File: src/rtl/bqlp_pkg.sv
// Shared widths, constants, tables and stage payload types for the biquad lowpass coefficient pipeline.
package bqlp_pkg;

    localparam int COEF_FRAC_BITS = 30;
    localparam int TAN_ITERATIONS = 24;

    localparam int FS_W        = 18;
    localparam int FC_W        = 17;
    localparam int Q_W         = 16;
    localparam int COEF_W      = 32;
    localparam int U_FRAC_BITS = 32;
    localparam int ANGLE_W     = 31;
    localparam int Z_W         = 33;
    localparam int XY_W        = 32;
    localparam int XS_W        = XY_W - 4;
    localparam int PROD_W      = 2 * XS_W;
    localparam int TQ_W        = PROD_W - 1 + 8;
    localparam int DEN_W       = 64;
    localparam int NUM_LANES   = 4;
    localparam int QB          = COEF_W;
    localparam int INT_BITS    = COEF_W - COEF_FRAC_BITS;
    localparam int DIV_W       = DEN_W + INT_BITS;

    localparam int IN_TDATA_W  = ((FC_W + Q_W + 7) / 8) * 8;
    localparam int OUT_TDATA_W = 5 * COEF_W;

    localparam int LANE_B0 = 0;
    localparam int LANE_B1 = 1;
    localparam int LANE_A1 = 2;
    localparam int LANE_A2 = 3;

    localparam logic [FS_W-1:0]    FS_RESET    = 18'd48000;
    localparam logic [FS_W-1:0]    FS_MIN      = 18'd2;
    localparam logic [Q_W-1:0]     Q_MIN       = 16'd26;
    localparam logic [ANGLE_W-1:0] HALF_PI_Q30 = 31'd1686629713;

    localparam logic [29:0] ATAN_TAB [0:31] = '{
        30'd843314856, 30'd497837829, 30'd263043836, 30'd133525158, 30'd67021686,
        30'd33543515, 30'd16775850, 30'd8388437, 30'd4194282, 30'd2097149,
        30'd1048575, 30'd524287, 30'd262143, 30'd131071, 30'd65535, 30'd32767,
        30'd16383, 30'd8191, 30'd4095, 30'd2047, 30'd1023, 30'd511, 30'd255,
        30'd127, 30'd63, 30'd31, 30'd15, 30'd7, 30'd3, 30'd1, 30'd0, 30'd0
    };

    typedef struct packed {
        logic [Q_W-1:0]        q;
        logic signed [Z_W-1:0] theta;
    } bqlp_angle_t;

    typedef struct packed {
        logic [Q_W-1:0]         q;
        logic signed [XY_W-1:0] x;
        logic signed [XY_W-1:0] y;
    } bqlp_vec_t;

    typedef struct packed {
        logic [DEN_W-2:0]                  den;
        logic [NUM_LANES-1:0][DEN_W-1:0]   num;
    } bqlp_ratio_t;

    typedef struct packed {
        logic [NUM_LANES-1:0][COEF_W-1:0]  coef;
        logic                              saturated;
    } bqlp_result_t;

endpackage

File: src/rtl/bqlp_phase.sv
// Cutoff and Q clamping, 2*fc/fs fraction by restoring division, and scaling to a Q2.30 angle.
module bqlp_phase
    import bqlp_pkg::*;
(
    input  logic              clk,
    input  logic              rst_n,
    input  logic              en,
    input  logic              in_valid,
    input  logic [FC_W-1:0]   cutoff_freq,
    input  logic [Q_W-1:0]    q_value,
    input  logic [FS_W-1:0]   sample_rate_hz,
    output logic              out_valid,
    output bqlp_angle_t       out
);

    logic [FS_W-1:0] fs_c;
    logic [FS_W-1:0] two_fc_c;
    logic [Q_W-1:0]  q_c;
    logic            ip_c;

    logic [FS_W-1:0]        fs_reg [0:U_FRAC_BITS];
    logic [FS_W-1:0]        r_reg  [0:U_FRAC_BITS];
    logic [U_FRAC_BITS-1:0] u_reg  [0:U_FRAC_BITS];
    logic                   ip_reg [0:U_FRAC_BITS];
    logic [Q_W-1:0]         q_reg  [0:U_FRAC_BITS];
    logic [U_FRAC_BITS:0]   v_reg;

    logic [U_FRAC_BITS+ANGLE_W-1:0] prod;
    logic [ANGLE_W-1:0]             theta_next;
    bqlp_angle_t                    out_reg;
    logic                           out_valid_reg;

    always_comb
    begin
        fs_c     = (sample_rate_hz < FS_MIN) ? FS_MIN : sample_rate_hz;
        two_fc_c = {cutoff_freq, 1'b0};
        if (two_fc_c < FS_MIN)
        begin
            two_fc_c = FS_MIN;
        end
        if (two_fc_c > fs_c)
        begin
            two_fc_c = fs_c;
        end
        q_c  = (q_value < Q_MIN) ? Q_MIN : q_value;
        ip_c = (two_fc_c == fs_c);
    end

    always_ff @(posedge clk)
    begin
        if (en)
        begin
            fs_reg[0] <= fs_c;
            ip_reg[0] <= ip_c;
            r_reg[0]  <= ip_c ? '0 : two_fc_c;
            u_reg[0]  <= '0;
            q_reg[0]  <= q_c;
        end
    end

    for (genvar k = 0; k < U_FRAC_BITS; k++)
    begin : g_frac
        logic [FS_W:0] rs;
        logic [FS_W:0] diff;
        logic          ge;

        assign rs   = {r_reg[k], 1'b0};
        assign ge   = rs >= {1'b0, fs_reg[k]};
        assign diff = rs - {1'b0, fs_reg[k]};

        always_ff @(posedge clk)
        begin
            if (en)
            begin
                r_reg[k+1]  <= ge ? diff[FS_W-1:0] : rs[FS_W-1:0];
                u_reg[k+1]  <= {u_reg[k][U_FRAC_BITS-2:0], ge};
                fs_reg[k+1] <= fs_reg[k];
                ip_reg[k+1] <= ip_reg[k];
                q_reg[k+1]  <= q_reg[k];
            end
        end
    end

    // full-scale fraction only occurs at Nyquist, where the angle is exactly pi/2
    assign prod = (U_FRAC_BITS+ANGLE_W)'(u_reg[U_FRAC_BITS])
                * (U_FRAC_BITS+ANGLE_W)'(HALF_PI_Q30);
    assign theta_next = ip_reg[U_FRAC_BITS] ? HALF_PI_Q30
                                            : prod[U_FRAC_BITS+ANGLE_W-1:U_FRAC_BITS];

    always_ff @(posedge clk)
    begin
        if (en)
        begin
            out_reg.q     <= q_reg[U_FRAC_BITS];
            out_reg.theta <= $signed(Z_W'(theta_next));
        end
    end

    always_ff @(posedge clk or negedge rst_n)
    begin
        if (!rst_n)
        begin
            v_reg         <= '0;
            out_valid_reg <= 1'b0;
        end
        else if (en)
        begin
            v_reg         <= {v_reg[U_FRAC_BITS-1:0], in_valid};
            out_valid_reg <= v_reg[U_FRAC_BITS];
        end
    end

    assign out_valid = out_valid_reg;
    assign out       = out_reg;

endmodule

File: config.mk
export PLATFORM = sky130hd
export DESIGN_NAME = bqlp_phase
export DESIGN_NICKNAME = d
export VERILOG_FILES = /design/src/rtl/bqlp_pkg.sv /design/src/rtl/bqlp_phase.sv
export SDC_FILE = /design/constraint.sdc
export NUM_CORES = 2
export LEC_CHECK = 0
export BUFFER_PORTS_ARGS = -buffer_cell sky130_fd_sc_hd__buf_2
export CORE_MARGIN = 3
export CORE_UTILIZATION = 55
export CTS_BUF_LIST = sky130_fd_sc_hd__clkbuf_8
export DETAILED_ROUTE_END_ITERATION = 12
export PLACE_DENSITY = 0.76
export SKIP_CTS_REPAIR_TIMING = 1
export SYNTH_ARGS = -nofsm -noshare
export SYNTH_HDL_FRONTEND = slang
export SYNTH_SLANG_ARGS = --single-unit
File: constraint.sdc
create_clock -name clk -period 7.4 [get_ports clk]
set_clock_uncertainty 0.15 [all_clocks]
set_input_delay 2.22 -clock clk [delete_from_list [all_inputs] [get_ports clk]]
set_output_delay 2.22 -clock clk [all_outputs]
set_load 0.01 [all_outputs]
==> impl_metrics.toml <==
[outcome]
status = "completed"

[synthesis]
synth_cell_type_count = 88
yosys_warnings = 0
synth-compound-area-share_pct = 7.97
netlist_area_um2 = 119000
synthCells = 8877
ys_ff_latch = 2322
synth-main-ff-cell = "edfxtp_1"
synth_xor_area_share_pct = 3.47
synth_top_family_by_area = "adder cells"
synth-edff-count = 2288
synth_adder_area_share_pct = 16.5
muxShareOfSynthArea_pct = 3.25
syn_avg_cell_area_um2 = 13.4
yosysSeqAreaShare_pct = 58.4
synth_simple_gate_area_share_pct = 5.77
synth-async-reset-ratio_pct = 1.46

[sta]
relSlewSlack_pct = 18.8
rsz0062_at_grt = "yes"
fmax_mhz = 140
setup_slack_ps = 265
post-route-period-util_pct = 96.4
hold_viol_final = 0
hold_slack_ps = 171
setup_viol = 0
slew_viol_final = 0
worst_pin_slew_ps = 1220
fin_crit_ps = 7130

[floorplanning]
start_util_pct = 55.4
core.rowCount = 170
die_w_um = 471
io_pins = 105
fp.dieH_um = 471
core_region_area_um2 = 215000
dieArea_um2 = 222000

[critical_path]
arrival_ps = 7700
cp.depth = 22
criticalPathCategory = "reg2reg"
crit_path_end_kind = "flip-flop"
cp.required_ps = 7970
critPathTopFamily = "adder cells"
worst_setup_path_start_kind = "flip-flop"
cp_common_cell = "fa_1"
path_buf_inv = 5
slowest_delay_ps = 570
critPathMaxFanout = 4
crit_chain = "buf_4, fa_1, fa_1, inv_1, fa_1, inv_1, ha_1, fa_1, fa_1, fa_1, ha_1, ha_1, buf_4, a21oi_1, o21ai_0, a31oi_1, a21boi_0, buf_4, a311o_1, a21oi_1, xor2_1, nor2_1"
worst_path_max_delay_cell = "fa_1"
ff2ff_path_depth = 22

[global_routing]
overflow = 0
grt_pass1_vias = 70000
grt_first_pass_wirelength_um = 385000
grtUsageTotal_pct = 21.9
grt_max_degree = 196
antenna_found_initial = 4

[detailed_routing]
drc = 0
drt_iter0_drc = 5039
ant_nets = 0
routed_wirelength_um = 244000
wl_per_cell_um = 19.5
firstDrtPassIters = 6
drt-vias-per-instance = 5.49
vias = 68700

[clocking]
clk_pin_slew_worst_paths_ps = 60
cts_tree = "done"
h-tree-depth = 5
cts.sinks = 2322
cts_root_buf = "clkbuf_8"
clock_latency_ps = 1080
cts_buffer_depth = 4
numCtsBuffers = 387

[placement]
gp_congestion = 0.915
place_ws_ps = -48.3
dp_hpwl_um = 182000
io_buffers = 102
dpl.cell_count = 11800

[cells_and_area]
multi_input_area_um2 = 44200
finalNetCount = 10800
seq_area_um2 = 69600
drive_above_1_share_pct = 11.6
area_growth_pct = 9.92
fill_cells = 16300
instances_no_fill = 12500

[job]
cap_violations = 0

[worst_hold_path]
hold-path-cell-count = 0
min_path_type = "reg2reg"
layout by cell type (no fill, tap or decap), drive strengths merged, types with 67 or more instances in the layout:
cell	netlist	final
ha	966	966
a21o	196	196
nand3	67	67
clkinv	0	130
buf	28	243
inv	1336	1448
nand4	91	91
fa	379	379
mux2	325	325
clkbuf	98	388
o21ai	305	305
nand2b	121	121
a21oi	577	577
xor2	144	144
o21a	75	75
edfxtp	2288	2288
nor2b	106	106
nand2	269	269
nor2	481	481
nor3	89	89
xnor2	328	328
layout make-up:
class / instances / share of cell area, %
multi-input cells: 5095 / 33.7
inverters: 1336 / 3.83
flip-flops and latches: 2322 / 53.1
clock buffers: 388 / 4.08
clock inverters: 273 / 1.23
well taps: 2838 / 2.71
repair buffers: 243 / 1.33
diodes: 6 / 0.0115
cell families (layout without fill, tap and decap cells):
logic type / count (synthesis) / after routing
flip-flops: 2322 / 2322
AO/OA/AOI/OAI: 1524 / 1524
XOR/XNOR: 472 / 472
adder cells (fa/ha/maj): 1345 / 1345
buffers and inverters: 1462 / 2240
other: 1 / 9
multiplexers: 344 / 344
AND/OR/NAND/NOR: 1407 / 1407
per-layer routing:
layer  routed length (µm)  share of wire, %  vias up  track usage [%]
li1                     -                 -    32800                -
met1               106000                43    33800             29.7
met2               118000                48     1696             36.1
met3                12300               5.0      441             3.60
met4                 8270               3.4        2             7.71
met5                   12            0.0049        -                0
cells in the mapped netlist, drive strengths merged, types with 98 or more instances:
cell	n	share of area (%)
a21o	196	1.2
a21oi	577	2.4
clkbuf	98	0.31
edfxtp	2288	58
fa	379	6.4
ha	966	10
inv	1336	4.2
mux2	325	3.1
nand2	269	0.86
nand2b	121	0.64
nor2	481	1.5
nor2b	106	0.56
o21ai	305	1.3
xnor2	328	2.4
xor2	144	1.1
per-stage QoR:
| step | cell area, µm² | setup TNS, ps | utilization, % |
|---|---|---|---|
| floorplan | 119000 | 0 | - |
| CTS | 131000 | -146 | 60.8 |
| detailed placement | 124000 | -52.7 | 57.6 |
| global placement | 124000 | -213 | 57.6 |
| global route | 131000 | -50.0 | 60.9 |
| finish | 131000 | 0 | 60.9 |
final timing paths:
| kind | startpoint | end | slack [ps] |
|---|---|---|---|
| max | u_reg[16][16] | out[19] | 270 |
| min in group asynchronous | rst_n | out_valid | 1100 |
| min | q_reg[19][4] | q_reg[20][4] | 170 |
| max reg2reg | u_reg[16][16] | out[19] | 270 |
| max in group asynchronous | rst_n | v_reg[15] | 5530 |
| min reg2reg | q_reg[19][4] | q_reg[20][4] | 170 |
Power is not shown: default switching activity piles up to over one toggle a cycle in this logic, so the estimate is an artifact.
